==> src/rtl/signed_decimal_digit_emitter_macros.svh <==
// Assertion helpers for the RTL files; sdde_emit.sv includes them.
// Each macro expects clk and rst_n to be visible where it is used.
`ifndef SIGNED_DECIMAL_DIGIT_EMITTER_MACROS_SVH
`define SIGNED_DECIMAL_DIGIT_EMITTER_MACROS_SVH

// Same-cycle implication, checked outside reset.
`define SDDE_ASSERT_NOW(lbl, ante, cons, msg) \
    lbl: assert property (@(posedge clk) disable iff (!rst_n) (ante) |-> (cons)) else $error(msg);

// Next-cycle implication, checked outside reset.
`define SDDE_ASSERT_NEXT(lbl, ante, cons, msg) \
    lbl: assert property (@(posedge clk) disable iff (!rst_n) (ante) |=> (cons)) else $error(msg);

`endif

==> src/rtl/sdde_pkg.sv <==
package sdde_pkg;

    localparam int VALUE_W    = 16;
    localparam int MAG_W      = VALUE_W + 1;
    localparam int BCD_DIGITS = 5;
    localparam int DIGIT_W    = 4;
    localparam int BCD_W      = BCD_DIGITS * DIGIT_W;
    localparam int POS_W      = 3;
    localparam int CNT_W      = $clog2(MAG_W + 1);

    localparam logic [DIGIT_W-1:0] MINUS_CODE  = 4'd10;
    localparam logic [DIGIT_W-1:0] DABBLE_LIM  = 4'd5;
    localparam logic [DIGIT_W-1:0] DABBLE_ADD  = 4'd3;
    localparam logic [POS_W-1:0]   FIRST_POS   = 3'd1;

    typedef logic [BCD_W-1:0] bcd_t;

    typedef struct packed {
        logic busy;
        logic done;
    } conv_status_t;

endpackage

==> src/rtl/sdde_value_if.sv <==
interface sdde_value_if;
    logic                          valid;
    logic                          ready;
    logic signed [sdde_pkg::VALUE_W-1:0] value;

    modport source (output valid, output value, input ready);
    modport sink   (input valid, input value, output ready);
endinterface

==> src/rtl/sdde_digit_if.sv <==
interface sdde_digit_if;
    logic                          valid;
    logic                          ready;
    logic [sdde_pkg::POS_W-1:0]    digit_position;
    logic [sdde_pkg::DIGIT_W-1:0]  digit_code;
    logic                          last;

    modport source (output valid, output digit_position, output digit_code, output last,
                    input ready);
    modport sink   (input valid, input digit_position, input digit_code, input last,
                    output ready);
endinterface

==> src/rtl/sdde_dabble.sv <==
module sdde_dabble (
    input  logic                                clk,
    input  logic                                rst_n,
    input  logic                                start,
    input  logic signed [sdde_pkg::VALUE_W-1:0] value,
    output sdde_pkg::conv_status_t              status,
    output sdde_pkg::bcd_t                      bcd,
    output logic                                neg
);

    logic [sdde_pkg::MAG_W-1:0] bin_reg, bin_next;
    sdde_pkg::bcd_t             bcd_reg, bcd_next, adj;
    logic [sdde_pkg::CNT_W-1:0] cnt_reg, cnt_next;
    logic                       busy_reg, busy_next;
    logic                       done_reg, done_next;
    logic                       neg_reg, neg_next;
    logic [sdde_pkg::MAG_W-1:0] mag;

    // Magnitude in 17 bits so that the most negative value stays exact.
    always_comb
    begin
        if (value[sdde_pkg::VALUE_W-1])
            mag = {1'b0, ~value} + sdde_pkg::MAG_W'(1);
        else
            mag = {1'b0, value};
    end

    // Add three to every BCD digit of five or more before the next shift.
    always_comb
    begin
        for (int i = 0; i < sdde_pkg::BCD_DIGITS; i++)
        begin
            if (bcd_reg[i*sdde_pkg::DIGIT_W +: sdde_pkg::DIGIT_W] >= sdde_pkg::DABBLE_LIM)
                adj[i*sdde_pkg::DIGIT_W +: sdde_pkg::DIGIT_W] =
                    bcd_reg[i*sdde_pkg::DIGIT_W +: sdde_pkg::DIGIT_W] + sdde_pkg::DABBLE_ADD;
            else
                adj[i*sdde_pkg::DIGIT_W +: sdde_pkg::DIGIT_W] =
                    bcd_reg[i*sdde_pkg::DIGIT_W +: sdde_pkg::DIGIT_W];
        end
    end

    always_comb
    begin
        bin_next  = bin_reg;
        bcd_next  = bcd_reg;
        cnt_next  = cnt_reg;
        busy_next = busy_reg;
        done_next = 1'b0;
        neg_next  = neg_reg;
        if (start)
        begin
            bin_next  = mag;
            bcd_next  = '0;
            cnt_next  = sdde_pkg::CNT_W'(sdde_pkg::MAG_W);
            busy_next = 1'b1;
            neg_next  = value[sdde_pkg::VALUE_W-1];
        end
        else if (busy_reg)
        begin
            bcd_next = {adj[sdde_pkg::BCD_W-2:0], bin_reg[sdde_pkg::MAG_W-1]};
            bin_next = {bin_reg[sdde_pkg::MAG_W-2:0], 1'b0};
            cnt_next = cnt_reg - sdde_pkg::CNT_W'(1);
            if (cnt_reg == sdde_pkg::CNT_W'(1))
            begin
                busy_next = 1'b0;
                done_next = 1'b1;
            end
        end
    end

    always_ff @(posedge clk or negedge rst_n)
    begin
        if (!rst_n)
        begin
            busy_reg <= 1'b0;
            done_reg <= 1'b0;
            cnt_reg  <= '0;
        end
        else
        begin
            busy_reg <= busy_next;
            done_reg <= done_next;
            cnt_reg  <= cnt_next;
        end
    end

    always_ff @(posedge clk)
    begin
        bin_reg <= bin_next;
        bcd_reg <= bcd_next;
        neg_reg <= neg_next;
    end

    assign status.busy = busy_reg;
    assign status.done = done_reg;
    assign bcd         = bcd_reg;
    assign neg         = neg_reg;

endmodule

==> src/rtl/sdde_emit.sv <==
`include "signed_decimal_digit_emitter_macros.svh"

module sdde_emit (
    input  logic            clk,
    input  logic            rst_n,
    input  logic            load,
    input  sdde_pkg::bcd_t  bcd,
    input  logic            neg,
    output logic            idle,
    sdde_digit_if.source    digit_ch
);

    sdde_pkg::bcd_t               rem_reg, rem_next;
    logic [sdde_pkg::POS_W-1:0]   pos_reg, pos_next;
    logic                         neg_reg, neg_next;
    logic                         active_reg, active_next;
    logic                         minus_reg, minus_next;
    logic                         out_valid_reg, out_valid_next;
    logic [sdde_pkg::POS_W-1:0]   out_pos_reg, out_pos_next;
    logic [sdde_pkg::DIGIT_W-1:0] out_code_reg, out_code_next;
    logic                         out_last_reg, out_last_next;
    logic                         slot;
    logic                         emit;
    logic                         mag_last;

    // The output register frees up when it is empty or being transferred.
    assign slot     = !out_valid_reg || digit_ch.ready;
    assign emit     = active_reg && slot;
    assign mag_last = (rem_reg[sdde_pkg::BCD_W-1:sdde_pkg::DIGIT_W] == '0);

    always_comb
    begin
        rem_next       = rem_reg;
        pos_next       = pos_reg;
        neg_next       = neg_reg;
        active_next    = active_reg;
        minus_next     = minus_reg;
        out_valid_next = out_valid_reg && !digit_ch.ready;
        out_pos_next   = out_pos_reg;
        out_code_next  = out_code_reg;
        out_last_next  = out_last_reg;
        if (load)
        begin
            rem_next    = bcd;
            pos_next    = sdde_pkg::FIRST_POS;
            neg_next    = neg;
            active_next = 1'b1;
            minus_next  = 1'b0;
        end
        else if (emit)
        begin
            out_valid_next = 1'b1;
            out_pos_next   = pos_reg;
            pos_next       = pos_reg + sdde_pkg::POS_W'(1);
            if (minus_reg)
            begin
                out_code_next = sdde_pkg::MINUS_CODE;
                out_last_next = 1'b1;
                active_next   = 1'b0;
            end
            else
            begin
                // A zero magnitude still shows one digit, since the first digit is always sent.
                out_code_next = rem_reg[sdde_pkg::DIGIT_W-1:0];
                out_last_next = mag_last && !neg_reg;
                rem_next      = {{sdde_pkg::DIGIT_W{1'b0}},
                                 rem_reg[sdde_pkg::BCD_W-1:sdde_pkg::DIGIT_W]};
                if (mag_last)
                begin
                    if (neg_reg)
                        minus_next = 1'b1;
                    else
                        active_next = 1'b0;
                end
            end
        end
    end

    always_ff @(posedge clk or negedge rst_n)
    begin
        if (!rst_n)
        begin
            active_reg    <= 1'b0;
            minus_reg     <= 1'b0;
            out_valid_reg <= 1'b0;
        end
        else
        begin
            active_reg    <= active_next;
            minus_reg     <= minus_next;
            out_valid_reg <= out_valid_next;
        end
    end

    always_ff @(posedge clk)
    begin
        rem_reg      <= rem_next;
        pos_reg      <= pos_next;
        neg_reg      <= neg_next;
        out_pos_reg  <= out_pos_next;
        out_code_reg <= out_code_next;
        out_last_reg <= out_last_next;
    end

    assign idle                    = !active_reg;
    assign digit_ch.valid          = out_valid_reg;
    assign digit_ch.digit_position = out_pos_reg;
    assign digit_ch.digit_code     = out_code_reg;
    assign digit_ch.last           = out_last_reg;

    `SDDE_ASSERT_NOW(a_load_when_idle, load, !active_reg,
                     "load while a value is still emitting")
    `SDDE_ASSERT_NOW(a_minus_is_last,
                     out_valid_reg && (out_code_reg == sdde_pkg::MINUS_CODE),
                     out_last_reg, "minus sign not flagged last")
    `SDDE_ASSERT_NOW(a_pos_range, out_valid_reg,
                     (out_pos_reg != '0) && (out_pos_reg <= 3'd6),
                     "digit position out of range")
    `SDDE_ASSERT_NEXT(a_last_ends, emit && out_last_next, !active_reg,
                      "emitter still active after final write")

endmodule

==> src/rtl/signed_decimal_digit_emitter.sv <==
// Signed decimal digit emitter.
// value_ch takes one signed 16-bit value per transfer. digit_ch returns the
// display writes for it: the least significant digit at position 1, each
// higher digit at the next position, then the minus code at the next
// position for a negative value. The final write of a value has last set.
// Zero gives a single digit 0 at position 1.
// The magnitude is converted by a shift-and-add-three loop, one bit per
// cycle; the digits then leave one per cycle from a shift
// register of BCD digits through a single output register.
// The first write follows the end of the conversion, and the rest follow
// one per cycle while digit_ch is ready. A value gives 1 to 6 writes.
// value_ch is ready again once the final write sits in the output register,
// so the next value can enter while that write still waits.
// A stall on digit_ch holds the output register and pauses the emission.
// Reset empties the output register and returns the block to ready.
module signed_decimal_digit_emitter (
    input  logic          clk,
    input  logic          rst_n,
    sdde_value_if.sink    value_ch,
    sdde_digit_if.source  digit_ch
);

    sdde_pkg::conv_status_t conv_status;
    sdde_pkg::bcd_t         bcd;
    logic                   neg;
    logic                   emit_idle;
    logic                   start;

    assign value_ch.ready = emit_idle && !conv_status.busy && !conv_status.done;
    assign start          = value_ch.valid && value_ch.ready;

    sdde_dabble u_dabble (
        .clk    (clk),
        .rst_n  (rst_n),
        .start  (start),
        .value  (value_ch.value),
        .status (conv_status),
        .bcd    (bcd),
        .neg    (neg)
    );

    sdde_emit u_emit (
        .clk      (clk),
        .rst_n    (rst_n),
        .load     (conv_status.done),
        .bcd      (bcd),
        .neg      (neg),
        .idle     (emit_idle),
        .digit_ch (digit_ch)
    );

endmodule
==> src/flat_wrapper.sv <==
// flat-port wrapper written by rule: the top's interface ports become plain ports
module signed_decimal_digit_emitter_flat 
  (clk, rst_n, value_ch_valid, value_ch_value, value_ch_ready, digit_ch_valid, digit_ch_digit_position, digit_ch_digit_code, digit_ch_last, digit_ch_ready);
  sdde_value_if value_ch_i ();
  sdde_digit_if digit_ch_i ();
  input  logic clk;
  input  logic rst_n;
  input wire logic [$bits(value_ch_i.valid)-1:0] value_ch_valid;
  input wire logic [$bits(value_ch_i.value)-1:0] value_ch_value;
  output wire logic [$bits(value_ch_i.ready)-1:0] value_ch_ready;
  output wire logic [$bits(digit_ch_i.valid)-1:0] digit_ch_valid;
  output wire logic [$bits(digit_ch_i.digit_position)-1:0] digit_ch_digit_position;
  output wire logic [$bits(digit_ch_i.digit_code)-1:0] digit_ch_digit_code;
  output wire logic [$bits(digit_ch_i.last)-1:0] digit_ch_last;
  input wire logic [$bits(digit_ch_i.ready)-1:0] digit_ch_ready;
  assign value_ch_i.valid = value_ch_valid;
  assign value_ch_i.value = value_ch_value;
  assign value_ch_ready = value_ch_i.ready;
  assign digit_ch_valid = digit_ch_i.valid;
  assign digit_ch_digit_position = digit_ch_i.digit_position;
  assign digit_ch_digit_code = digit_ch_i.digit_code;
  assign digit_ch_last = digit_ch_i.last;
  assign digit_ch_i.ready = digit_ch_ready;
  signed_decimal_digit_emitter u_core (.clk(clk), .rst_n(rst_n), .value_ch(value_ch_i), .digit_ch(digit_ch_i));
endmodule
==> config.mk <==
export PLATFORM = sky130hd
export DESIGN_NAME = signed_decimal_digit_emitter_flat
export DESIGN_NICKNAME = d
export VERILOG_FILES = /design/src/rtl/sdde_pkg.sv /design/src/rtl/sdde_value_if.sv /design/src/rtl/sdde_digit_if.sv /design/src/rtl/sdde_dabble.sv /design/src/rtl/sdde_emit.sv /design/src/rtl/signed_decimal_digit_emitter.sv /design/src/flat_wrapper.sv
export VERILOG_INCLUDE_DIRS = /design/src /design/src/rtl
export SDC_FILE = /design/constraint.sdc
export NUM_CORES = 1
export LEC_CHECK = 0
export CORE_MARGIN = 2
export CORE_UTILIZATION = 35
export CTS_CLUSTER_DIAMETER = 60
export CTS_CLUSTER_SIZE = 40
export DETAILED_ROUTE_END_ITERATION = 7
export DONT_BUFFER_PORTS = 1
export HOLD_SLACK_MARGIN = 0.02
export PLACE_DENSITY = 0.61
export SETUP_SLACK_MARGIN = 0.5
export SYNTH_ARGS = -nofsm -noshare
export SYNTH_HDL_FRONTEND = slang
export SYNTH_HIERARCHICAL = 1
export SYNTH_SLANG_ARGS = --single-unit
==> constraint.sdc <==
create_clock -name clk -period 2.1 [get_ports clk]
set_clock_uncertainty 0.1 [all_clocks]
set_input_delay 0.525 -clock clk [delete_from_list [all_inputs] [get_ports clk]]
set_output_delay 0.525 -clock clk [all_outputs]
set_load 0.02 [all_outputs]
**Word-level counts from Yosys, hierarchy flattened**

Cells that the tools add are included.

- Bits in latches: 0
- Bits in writable memories: 0
- Bits in read-only memories: 0
- Flip-flop bits (word level): 80
- Output and inout port bits: 10
- Memories kept: 0

- Equality and inequality tests: 3
- Divide/modulo/power cells: 0
- Bitwise gates (word level): 2
- Shifts and indexed selects: 0
- Mux-type cells: 31
- Multiply operators: 0
- Add/sub/neg operators: 8
- Order comparisons: 5
- Reductions and logical operators: 20

Operators with widths:

| kind | count |
|---|---|
| $mux 20 | 3 |
| $mux 17 | 3 |
| $ge 4x3->1 const B | 5 |
| $mux 1 | 18 |
| $add 16x1->17 const B | 1 |
| $add 4x2->4 const B | 4 |
| $logic_not 16->1 | 1 |
| $mux 4 | 4 |
| $not 16->16 | 1 |
| $mux 5 | 2 |
| $logic_and 1x1->1 | 6 |
| $logic_not 1->1 | 6 |
| $eq 5x1->1 const B | 1 |
| $sub 5x1->5 const B | 1 |
| $reduce_and 2->1 | 2 |
| $reduce_bool 2->1 | 2 |
| $add 3x1->3 const B | 1 |
| $add 3x2->3 const B | 1 |
| $mux 3 | 1 |
| $ne 3x1->1 const B | 1 |
| $reduce_and 3->1 | 1 |
| $reduce_bool 3->1 | 1 |
| $ne 2x1->1 const B | 1 |
| $logic_or 1x1->1 | 1 |
| $not 1->1 | 1 |

**Longest topological paths before layout**

Gate-level depths: netlist of run 1.

- Depth in word-level cells: 5
- Mapped depth: 7
- Depth with buffers taken out: 6

**By module**

Netlist of run 1, hierarchy kept.

By module, submodules not included:

| module | times used | area an instance (um^2) | seq. area each (um^2) | cells each |
|---|---|---|---|---|
| sdde_dabble | 1 | 2527.4 | 1116.1 | 266 |
| sdde_emit | 1 | 1438.9 | 1006.0 | 91 |
| signed_decimal_digit_emitter | 1 | 20.0 | 0.0 | 2 |

**Worst setup path after synthesis of run 1**

Ideal clock, no wire load.

- Path kind: input port to flip-flop
- Start: input value_ch_value[5]
- End: register u_core/u_dabble/bin_reg[13] in the netlist's numbering (data pin)
- Arrival: 2.053 ns
- Data required time: 1.739 ns
- Stages: 5
- Slack: -0.314 ns
- Library setup time: 0.261 ns
- Buffers on the path: 1
- Cell sequence: or4_4 -> buf_6 -> or4_4 -> nor3b_1 -> a311o_1

- Cells in the longest elaborated chain, start to end: 4

Ends and longest elaborated chain:

| element | RTL line | RTL |
|---|---|---|
| start: declaration | flat_wrapper.sv:9 | `input wire logic [$bits(value_ch_i.value)-1:0] value_ch_value;` |
| $not 16->16 | sdde_dabble.sv:23 | `mag = {1'b0, ~value} + sdde_pkg::MAG_W'(1);` |
| $add 16x1->17 | sdde_dabble.sv:23 |  |
| $mux 17 | sdde_dabble.sv:22 | `if (value[sdde_pkg::VALUE_W-1])` |
| $mux 17 | sdde_dabble.sv:50 | `if (start)` |
| net u_core.u_dabble.bin_next (one bit) | sdde_dabble.sv:11 | `logic [sdde_pkg::MAG_W-1:0] bin_reg, bin_next;` |
| end signal: assignment | sdde_dabble.sv:89 | `bin_reg <= bin_next;` |
| end: declaration | sdde_dabble.sv:11 |  |

The timed path passes the listed nets, and every way through them passes these cells.
A chain may end at the register's enable or synchronous reset.

**Final worst setup path of run 1**

- Start: input value_ch_value[11]
- End: register u_core/u_dabble/bin_reg[13] in the netlist's numbering (data pin)

Same word-level chain as after synthesis.

==> results of run 1 <==
-- final timing paths --
check                                              start                          end  slack, ps  depth (start not counted)
worst max-delay path                  value_ch_value[11]  u_core/u_dabble/bin_reg[13]         70                          4
worst min-delay path                  value_ch_value[15]          u_core/u_dabble/neg        190                          0
worst max register to register  u_core/u_dabble/done_reg  u_core/u_dabble/bin_reg[14]        250                          5
worst min register to register       u_core/u_dabble/neg        u_core/u_emit/neg_reg        330                          0
max in group asynchronous                          rst_n     u_core/u_dabble/busy_reg       1060                          1
min in group asynchronous                          rst_n   u_core/u_dabble/cnt_reg[4]        490                          1
-- kinds of logic after synthesis --
logic type	Yosys count
compound gates	71
simple gates	106
flops	80
fa+ha+maj	14
xor+xnor	21
buf+inv	43
mux	24
-- synth_stat cells, types with 2 or more instances --
library cell  instances  area (sq um)
xor2_1                8         70.07
buf_2                 2         10.01
nor3_1                5         25.02
mux2_2               22         247.7
o21ai_0              14         70.07
nand3_1               9         45.04
nand2b_1             24         150.1
buf_1                 2         7.510
o41ai_1               3         26.28
or4_1                 2         15.01
o22ai_1              12         75.07
nand2_1              13         48.80
a21oi_1              23         115.1
inv_1                21         78.83
nor3b_1               2         15.01
xnor2_1              13         113.9
buf_4                 2         15.01
or2_2                 6         37.54
o21bai_1              2         15.01
dfxtp_1              23         460.4
or4b_2                2         20.02
mux2i_1               2         20.02
clkbuf_1             13         48.80
and2_1                6         37.54
dfrtp_1              10         250.2
o31ai_1               4         30.03
ha_1                 14         175.2
nor2_1               16         60.06
nor2b_1               5         31.28
or4_4                 2         22.52
nor4_1                7         43.79
a21o_1                4         30.03
a311o_1               3         30.03
edfxtp_1             47          1411
-- routing by layer --
metal  part of all wire  vias up  wire length (microns)
li1                   -     1380                      -
met1               0.46     1402                   4015
met2               0.50       59                   4363
met3              0.035        7                    303
met4             0.0091        0                     80
met5                  0        -                      0
-- area by class of cell --
type / instances / area (sq um) / share of cell area
Clock inverter: 3 / 40.04 / 0.007579
Sequential cell: 80 / 2132 / 0.4036
Clock buffer: 13 / 260.3 / 0.04927
Timing Repair Buffer: 44 / 584.3 / 0.1106
Tap cell: 140 / 175.2 / 0.03316
Multi-Input combinational cell: 239 / 1986 / 0.3759
Inverter: 23 / 105.1 / 0.01990
-- report_power, final --
group | internal (uW) | switching (uW)
Combinational | 1620 | 1400
Sequential | 2430 | 479
Clock | 982 | 585
Total | 5030 | 2460
-- per-stage QoR --
step           worst slack, ps  std cells  hold WS (ps)  TNS [ps]  instance area (sq um)
6_report                 67.70        542         192.4         0                   5283
5_1_grt                  30.45        542         174.5         0                   5283
4_1_cts                  79.96        527         182.1         0                   4964
3_5_place_dp            -364.5        491         129.6     -1532                   4198
3_3_place_gp            -307.5        491         129.6     -1398                   4198
2_1_floorplan           -314.0        359         129.4    -855.2                   4021
-- timing repair --
action,4_1_cts,5_1_grt
buffers inserted,14,9
endpoints found under the hold margin,10,0
endpoints found under the setup margin,48,72
gates resized for setup,55,34
cloned,5,6
hold buffers,1,0
pin swaps,16,19
==> impl_results.md, run 1 <==
- Outcome: completed
- Die H: 110.7 microns
- Starting Density: 0.3630
- WL per Instance: 16.17 microns
- Mux cell area share after synthesis: 0.06717
- CTS sink cnt: 80
- Netlist cell types: 50
- Final hold vios: 0
- Largest net degree at the start of global routing: 25
- Crit path cell chain: or4_4 > or4_4 > nor3b_1 > a311o_1
- Initial antenna violation count: 0
- Final setup fails: 0
- CP Launch Type: input pin
- CP bufs+invs: 0
- Setup repair after global routing missed its margin: yes
- Critical Path Sink Type: flop
- Grt peak-use layer: met2
- Pwr Total: 7486 uW
- Critical Path Fanout Max: 4
- CTS tree: yes
- Fillers: 953
- Synth Cell Area: 3986 sq um
- Post-layout min period: 2032 ps
- Largest family of logic cells by synthesized area: simple AND/OR/NAND/NOR gates
- Most frequent cells in the layout: edfxtp_1, nand2b_1, mux2_2, inv_1, a21oi_1
- Fin crit share: 0.9678
- Nets: 431
- Routability cong.: 0.7622
- Slowest Stage Delay on Critical Path: 550 ps
- Leak: 0.001966 uW
- Syn avg cell area: 11.10 sq um
- Vias in the first global route: 2804
- Root Buffer: clkbuf_16
- Pwr Density: 1417 nW/um^2
- CP Data Required Time: 2080 ps
- Slew @ Worst Pin: 477.6 ps
- Num CTS Buffers: 9
- Final core occ: 0.4810
- Proportion of layout cells with a drive suffix above 1: 0.3433
- Clock slew at reported path FFs: 50 ps
- Worst skew pair latency: 330 ps
- Met1 usage: 0.1844
- Clock buffer depth: 2
- Fmax: 492.1 MHz
- XOR/XNOR Fraction of Synth Area: 0.04614
- DRT iter0 DRCs: 125
- Core footprint: 10980 sq um
- Crit path top cell by count: or4_4
- # DRC: 0
- Simple-Gate Fraction of Synth Area: 0.1532
- Met3 usage: 0.03827
- Port-buffer cells: 0
- Number of synthesized flops with an enable pin: 47
- IO Pins: 30
- Final WL: 8763 microns
- Synth Area in Adders: 0.04394
- Vias: 2848
- Vias/cell: 5.255
- Total gr overflow: 0
- Most common cell after layout, fill and taps aside: edfxtp_1
- CTS H-tree depth: 3
- CP arrival: 2010 ps
- Area Overhead vs Synth: 32.52%
- #FFs+latches synth: 80
- Post-synth ARST share: 0.1250
- Slew margin rel.: 0.6806
- Slowest CP cell: or4_4
- Critical path class: input pin to flop
- ANT nets after route: 0
- HPWL Detailed: 4834 microns
- Worst Hold Class: input pin to flop
- Synth warn: 6
- Met2 Use GR: 0.2266
- Die width: 110.7 microns
- Row Count: 38
- Synth Instances: 359
- Die ar.: 12260 sq um
- Drt first pass iters: 4
- Max-slew violations: 0
- First-pass GRT wire length: 14060 microns
- Worst vdd ir: 657.4 uV
- GR Util All Layers: 0.1404
- Max-cap violations: 0
- Synth Area in Compound Gates: 0.1121
- Critical path's top delay family: simple AND/OR/NAND/NOR gates
- Seq/Total Area, Yosys: 0.5323
- Syn Nets: 393
- Antenna cell count: 0
- Top_reg_cell synth: edfxtp_1
No activity file was read; power rests on OpenSTA's default activity.
==> run 2: changes to the inputs <==
--- a/config.mk
+++ b/config.mk
@@ -6,14 +6,15 @@
 export SDC_FILE = /design/constraint.sdc
 export NUM_CORES = 1
 export LEC_CHECK = 0
+export ABC_AREA = 1
 export CORE_MARGIN = 2
-export CORE_UTILIZATION = 35
+export CORE_UTILIZATION = 40
 export CTS_CLUSTER_DIAMETER = 60
 export CTS_CLUSTER_SIZE = 40
 export DETAILED_ROUTE_END_ITERATION = 7
 export DONT_BUFFER_PORTS = 1
 export HOLD_SLACK_MARGIN = 0.02
-export PLACE_DENSITY = 0.61
+export PLACE_DENSITY = 0.66
 export SETUP_SLACK_MARGIN = 0.5
 export SYNTH_ARGS = -nofsm -noshare
 export SYNTH_HDL_FRONTEND = slang
==> run 2 against run 1 <==
  * Register-to-register slack better by 260 ps
  * Critical endpoint is now value_ch_ready
  * Largest power group is now registers
  * Total power fell by 6.8%
  * Worst hold slack lost 12 ps
  * Die area fell by 9.0%
  * Via count up 12%
==> impl_results.md, run 2 <==
- DRT iter0 DRCs: 197 (+58%)
- Core footprint: 10180 sq um (-7.3%)
- Simple-Gate Fraction of Synth Area: 0.2638 (+0.1106)
- Hold path depth: 0 (unchanged)
- Critical path class: flop to output pin
- Largest family of logic cells by synthesized area: simple AND/OR/NAND/NOR gates
- Most frequent cells in the layout: nand2_1, edfxtp_1, inv_1, nor2_1, nand3_1
- CP Launch Type: flop
- Initial antenna violation count: 0 (unchanged)
- DP Worst Slack: 272.3 ps (+636.8 ps)
- Synth Area in Compound Gates: 0.07299 (-0.03907)
- Hold Path End: u_core/u_dabble/neg
- Most common cell in the netlist: nand2_1
- CTS sink cnt: 80 (unchanged)
- CTS tree: yes
- First-pass GRT wire length: 14130 microns (+0.54%)
- Grt peak-use layer: met2
- Worst Hold Launch: value_ch_value[15]
- Clock buffer depth: 2 (unchanged)
- CP bufs+invs: 2 (+2)
- Starting Density: 0.4057 (+0.04270)
- Critical Path Fanout Max: 2 (-2)
- Pwr Total: 6977 uW (-6.8%)
- Number of synthesized flops with an enable pin: 47 (unchanged)
- Final core occ: 0.4528 (-0.02815)
- GR Util All Layers: 0.1562 (+0.01582)
- Total gr overflow: 0 (unchanged)
- Top_reg_cell synth: edfxtp_1
- Area taken by multi-input logic gates: 1660 sq um (-16%)
- Most frequent cells after synthesis: nand2_1, inv_1, edfxtp_1
- IO Pins: 30 (unchanged)
- Min Hold Slack: 180.4 ps (-11.99 ps)
- Max-cap violations: 0 (unchanged)
- CP arrival: 1010 ps (-1000 ps)
- Top cells by area, synth: edfxtp_1, nand2_1, dfxtp_1
- Mux cell area share after synthesis: 0 (-0.06717)
- Post-synth top area cell: edfxtp_1
- Worst Hold Class: input pin to flop
- Syn avg cell area: 8.330 sq um (-25%)
- Port-buffer cells: 0 (unchanged)
- Setup repair after global routing missed its margin: yes
- Syn Nets: 530 (+35%)
- Synth Instances: 496 (+38%)
- Post-layout min period: 1635 ps (-397.8 ps)
- Die width: 105.6 microns (-4.6%)
- Most common cell after layout, fill and taps aside: nand2_1
- Slowest Stage Delay on Critical Path: 420 ps (-130 ps)
- Slew margin rel.: 0.6769 (-0.003678)
- Outcome: completed
- Netlist cell types: 34 (-32%)
- Fin crit share: 0.7783 (-0.1894)
- CTS H-tree depth: 3 (unchanged)
- Seq/Total Area, Yosys: 0.5136 (-0.01870)
- Met2 Use GR: 0.2659 (+0.03931)
- Synth Cell Area: 4131 sq um (+3.6%)
- # DRC: 0 (unchanged)
- Die H: 105.6 microns (-4.6%)
- Largest net degree at the start of global routing: 31 (+24%)
- Vias/cell: 4.941 (-6.0%)
- Pwr Density: 1513 nW/um^2 (+6.7%)
- Drt first pass iters: 4 (unchanged)
- Synth warn: 6 (unchanged)
- Num CTS Buffers: 9 (unchanged)
- Proportion of layout cells with a drive suffix above 1: 0.1311 (-0.2122)
- Final hold vios: 0 (unchanged)
- Met3 usage: 0.02845 (-0.009825)
- Final setup fails: 0 (unchanged)
- Slew @ Worst Pin: 483.1 ps (+5.499 ps)
- FF-to-FF setup slack: 510 ps (+260 ps)
- Critical Path Sink Type: output pin
- Worst skew pair latency: 340 ps (about the same)
- HPWL Detailed: 5591 microns (+16%)
- Fmax: 611.8 MHz (+24%)
- Routability cong.: 0.7783 (+2.1%)
- Crit path cell chain: inv_2 > nand3_4 > inv_4
- Sum of negative setup slack: 0 ps (unchanged)
- ANT nets after route: 0 (unchanged)
- Critical Path Source: u_core/u_emit/active_reg
- Worst vdd ir: 462.1 uV (-30%)
- Seq. cell area: 2133 sq um (about the same)
- Row Count: 37 (-2.6%)
- Root Buffer: clkbuf_8
- Antenna cell count: 0 (unchanged)
- R2r endpoint: u_core/u_dabble/bin_reg[10]
- Final WL: 8259 microns (-5.8%)
- Yosys top cell area share: 0.3416 (-0.01244)
- Critical path's top delay family: flip-flops
- Area Overhead vs Synth: 11.63%
- Reg2reg start: u_core/u_emit/active_reg
- Max-slew violations: 0 (unchanged)
- Die ar.: 11160 sq um (-9.0%)
- Nets: 540 (+25%)
- Fillers: 981 (+2.9%)
- Slowest CP cell: dfrtp_2
- XOR/XNOR Fraction of Synth Area: 0.01272 (-0.03342)
- #FFs+latches synth: 80 (unchanged)
- Final worst slack: 465.5 ps (+397.8 ps)
- Leak: 0.002112 uW (+7.4%)
- Depth of the worst register-to-register path: 7 (+2)
- Vias: 3197 (+12%)
- Post-synth ARST share: 0.1250 (unchanged)
- WL per Instance: 12.77 microns (-21%)
- Synth Area in Adders: 0.04240 (-0.001544)
- Clock slew at reported path FFs: 80 ps (+30 ps)
- CP Data Required Time: 1470 ps (-610 ps)
- Met1 usage: 0.1945 (+0.01007)
- Vias in the first global route: 3216 (+15%)
==> run 2: changes by cell type in the layout (fill, tap and decap cells not counted), sizes merged, moves of 7 or more <==
cell | before | now
o22ai | 12 | 4
xnor2 | 13 | 0
nand3 | 9 | 40
mux2 | 22 | 0
a21oi | 23 | 8
nand2 | 13 | 164
buf | 38 | 13
nor4 | 7 | 0
inv | 22 | 63
nor2 | 16 | 41
o21ai | 14 | 37
nand2b | 25 | 0
==> run 2: area by class of cell <==
class / instances / area share
timing repair buffer: 15 / 0.03391
tap: 136 / 0.03690
inverter: 66 / 0.05589
clock inverter: 7 / 0.02387
sequential: 80 / 0.4626
multi-input combinational: 334 / 0.3600
clock buffer: 9 / 0.02686
==> run 2: per-layer routing <==
| metal | share of wire | up-vias |
|---|---|---|
| met5 | 0 | - |
| met4 | 0.016 | 0 |
| met3 | 0.053 | 12 |
| met2 | 0.48 | 74 |
| met1 | 0.45 | 1496 |
| li1 | - | 1615 |
==> run 2: logic make-up (layout without fill, tap and decap cells) <==
kind of cell	Yosys count	count (layout)
AND/OR/NAND/NOR	258	258
XOR/XNOR	6	6
buffers and inverters	82	97
flip-flops	80	80
adder cells (fa/ha/maj)	14	14
AO/OA/AOI/OAI	56	56
==> run 2: how the worst max path moves through the flow <==
stage	endpoint	slack, ps	cells past startpoint
CTS	value_ch_ready	450	3
floorplan	u_core/u_dabble/bin_reg[2]	510	9
global route	value_ch_ready	410	3
global placement	u_core/u_dabble/bin_reg[1]	290	7
finish	value_ch_ready	470	3
detailed placement	u_core/u_dabble/bin_reg[1]	270	7
==> run 2: power breakdown <==
group / switching (uW) / total (uW) / leakage, uW / internal (uW)
combinational: 1580 / 2590 / 0.00122 / 1010
clock: 554 / 1340 / 0.000123 / 782
sequential: 513 / 3050 / 0.000769 / 2530
total: 2650 / 6980 / 0.00211 / 4330
==> run 2: through the flow <==
stage,instances,cell area (sq um)
2_1_floorplan,496,4163
3_3_place_gp,623,4260
3_5_place_dp,623,4260
4_1_cts,644,4546
5_1_grt,647,4612
6_report,647,4612
==> run 2: what timing repair did <==
action | in CTS | in global routing
endpoints found under the setup margin | 67 | 79
buffers inserted | 4 | 1
hold endpoints to repair | 10 | 0
pin swaps | 2 | 2
gates resized for setup | 7 | 18
hold buffers | 1 | 0
cloned | 0 | 2
==> run 3: changes to the inputs <==
--- a/config.mk
+++ b/config.mk
@@ -14,7 +14,7 @@
 export DETAILED_ROUTE_END_ITERATION = 7
 export DONT_BUFFER_PORTS = 1
 export HOLD_SLACK_MARGIN = 0.02
-export PLACE_DENSITY = 0.66
+export PLACE_DENSITY = 0.64
 export SETUP_SLACK_MARGIN = 0.5
 export SYNTH_ARGS = -nofsm -noshare
 export SYNTH_HDL_FRONTEND = slang
==> constraint.sdc (replaced) <==
create_clock -name clk -period 1.7 [get_ports clk]
set_clock_uncertainty 0.1 [all_clocks]
set_input_delay 0.425 -clock clk [delete_from_list [all_inputs] [get_ports clk]]
set_output_delay 0.425 -clock clk [all_outputs]
set_load 0.02 [all_outputs]
==> run 3 against run 2 <==
  * Die area stayed put
  * Register-to-register slack got worse by 350 ps
  * Design area rose by 17%
  * Critical endpoint is now u_core/u_dabble/bcd[9]
==> impl_results.md, run 3 (synthesized netlist as in run 2, its figures left out) <==
- Clock buffer depth: 2 (unchanged)
- FF-to-FF setup slack: 160 ps (-350 ps)
- Placed cell count: 630 (+1.1%)
- DRT iter0 DRCs: 177 (-10%)
- CP Data Required Time: 1830 ps (+360 ps)
- Die H: 105.6 microns (unchanged)
- GR Util All Layers: 0.1619 (+0.005697)
- Fin crit share: 0.9032
- DP Worst Slack: 93.76 ps (-178.6 ps)
- Critical path class: flop to flop
- Die width: 105.6 microns (unchanged)
- ANT nets after route: 0 (unchanged)
- IO Pins: 30 (unchanged)
- Num CTS Buffers: 9 (unchanged)
- CP arrival: 1660 ps (+650 ps)
- Final worst slack: 164.5 ps (-301.0 ps)
- Crit path cell chain: inv_2 > ha_4 > inv_1 > or2_1 > nand2_1 > nand2_2 > inv_2 > nand2_1 > nand3_1 > o21ai_1
- Depth of the worst register-to-register path: 10 (+3)
- Antenna cell count: 0 (unchanged)
- Worst Hold Launch: value_ch_value[15]
- Root Buffer: clkbuf_8
- Max-cap violations: 0 (unchanged)
- Slowest CP cell: dfxtp_4
- Clock Power Share: 0.169 (-0.022)
- # DRC: 0 (unchanged)
- Switch Pwr: 3854 uW (+45%)
- Slew @ Worst Pin: 528.6 ps (+45.49 ps)
- CTS sink cnt: 80 (unchanged)
- Port-buffer cells: 0 (unchanged)
- CP Launch Type: flop
- Clock slew at reported path FFs: 80 ps (about the same)
- Critical Path Fanout Max: 4 (+2)
- Total gr overflow: 0 (unchanged)
- Slew margin rel.: 0.6465 (-0.03043)
- Post-layout min period: 1535 ps
- Largest net degree at the start of global routing: 25 (-19%)
- Drt first pass iters: 6 (+2)
- Outcome: completed
- Slowest Stage Delay on Critical Path: 360 ps (-60 ps)
- Sum of negative setup slack: 0 ps (unchanged)
- Vias: 3338 (+4.4%)
- Leak: 0.002405 uW (+14%)
- Reg2reg start: u_core/u_dabble/bcd[8]
- Critical Path Sink Type: flop
- Fmax: 651.3 MHz
- Final setup fails: 0 (unchanged)
- Area Overhead vs Synth: 30.38%
- First-pass GRT wire length: 14540 microns (+2.9%)
- Vias/cell: 4.887 (-1.1%)
- CTS H-tree depth: 3 (unchanged)
- Row Count: 37 (unchanged)
- Internal power: 6326 uW (+46%)
- Worst vdd ir: 629.5 uV (+36%)
- Cell Count, Final, Fillers Out: 683 (+5.6%)
- WL per Instance: 13.03 microns (+2.1%)
- R2r endpoint: u_core/u_dabble/bcd[9]
- Worst Hold Class: input pin to flop
- Pwr Density: 1890 nW/um^2 (+25%)
- Hold Path End: u_core/u_dabble/neg
- HPWL Detailed: 5337 microns (-4.6%)
- Final core occ: 0.5289 (+0.07604)
- Hold path depth: 0 (unchanged)
- Core footprint: 10180 sq um (unchanged)
- Sw Share: 0.3785 (-0.001353)
- Starting Density: 0.4057 (unchanged)
- Gate power share: 0.458 (+0.086)
- Vias in the first global route: 3165 (-1.6%)
- Most common cell after layout, fill and taps aside: nand2_1
- Nets: 576 (+6.7%)
- Final hold vios: 0 (unchanged)
- Sequential share of power: 0.373 (-0.064)
- Max-slew violations: 0 (unchanged)
- Routability cong.: 0.8185 (+5.2%)
- Most frequent cells in the layout: nand2_1, edfxtp_1, inv_1, nor2_1, nand3_1
- Worst skew pair latency: 340 ps (about the same)
- Final WL: 8898 microns (+7.7%)
- Initial antenna violation count: 0 (unchanged)
- Setup repair after global routing missed its margin: yes
- Pwr Total: 10180 uW (+46%)
- CTS tree: yes
- Proportion of layout cells with a drive suffix above 1: 0.2797 (+0.1486)
- Die ar.: 11160 sq um (unchanged)
## run 3: worst max-delay path, delay by kind of cell, from the launching register on
kind | cells | cell delay, ps
AOI/OAI and AO/OA | 1 | 70
and+or+nand+nor | 5 | 510
buffers and inverters | 3 | 230
adders and majority gates | 1 | 140
DFF | 1 | 360
## run 3: power groups by stage
stage                     logic [uW]  registers (uW)  clock network, uW
after global placement          3030            3740                  0
after floorplan                 2520            3620                  0
after CTS                       4020            3730               1760
after global routing            5170            3890               1850
final                           4670            3790               1720
after detailed placement        3140            3750                  0
## run 3: cell type report
type	instances	area, sq um
fillers	887	4798
flip-flops and latches	80	2133
multi-input cells	334	1866
repair buffers	48	648.1
inverters	66	292.8
well taps	136	170.2
clock inverters	7	127.6
clock buffers	9	123.9
repair inverters	3	25.02
## run 3: worst max-delay path by stage
stage                                             from                           to  slack (ps)  cells after the start
after floorplan           u_core/u_emit/digit_ch.valid     u_core/u_emit/rem_reg[0]         120                      3
after global placement        u_core/u_emit/active_reg   u_core/u_dabble/bin_reg[1]         150                      7
after detailed placement      u_core/u_emit/active_reg   u_core/u_dabble/bin_reg[1]          90                      7
after CTS                     u_core/u_dabble/busy_reg               value_ch_ready         160                      3
after global routing          u_core/u_dabble/done_reg  u_core/u_dabble/bin_reg[15]          70                      7
final                           u_core/u_dabble/bcd[8]       u_core/u_dabble/bcd[9]         160                     10
## run 3: stage by stage
| stage | hold WS (ps) | area, sq um |
|---|---|---|
| after floorplan | 29.41 | 4238 |
| after global placement | 29.83 | 4382 |
| after detailed placement | 29.84 | 4382 |
| after CTS | 58.94 | 5085 |
| after global routing | 44.46 | 5386 |
| final | 83.84 | 5386 |
## run 3: what timing repair did
item | 4_1_cts | 5_1_grt
setup buffers | 15 | 10
gates resized for setup | 55 | 39
hold endpoints to repair | 10 | 0
hold buffers | 1 | 0
cloned | 7 | 4
pin swaps | 7 | 5
endpoints found under the setup margin | 119 | 126
## run 3: per-layer routing
metal  routed length [microns]  track usage  up-vias  share of wire
met5                         0            0        -              0
met4                       106      0.04323        0          0.012
met3                       405      0.04700        8          0.046
met2                      4558       0.2760       79           0.51
met1                      3826       0.2007     1559           0.43
li1                          -            -     1692              -
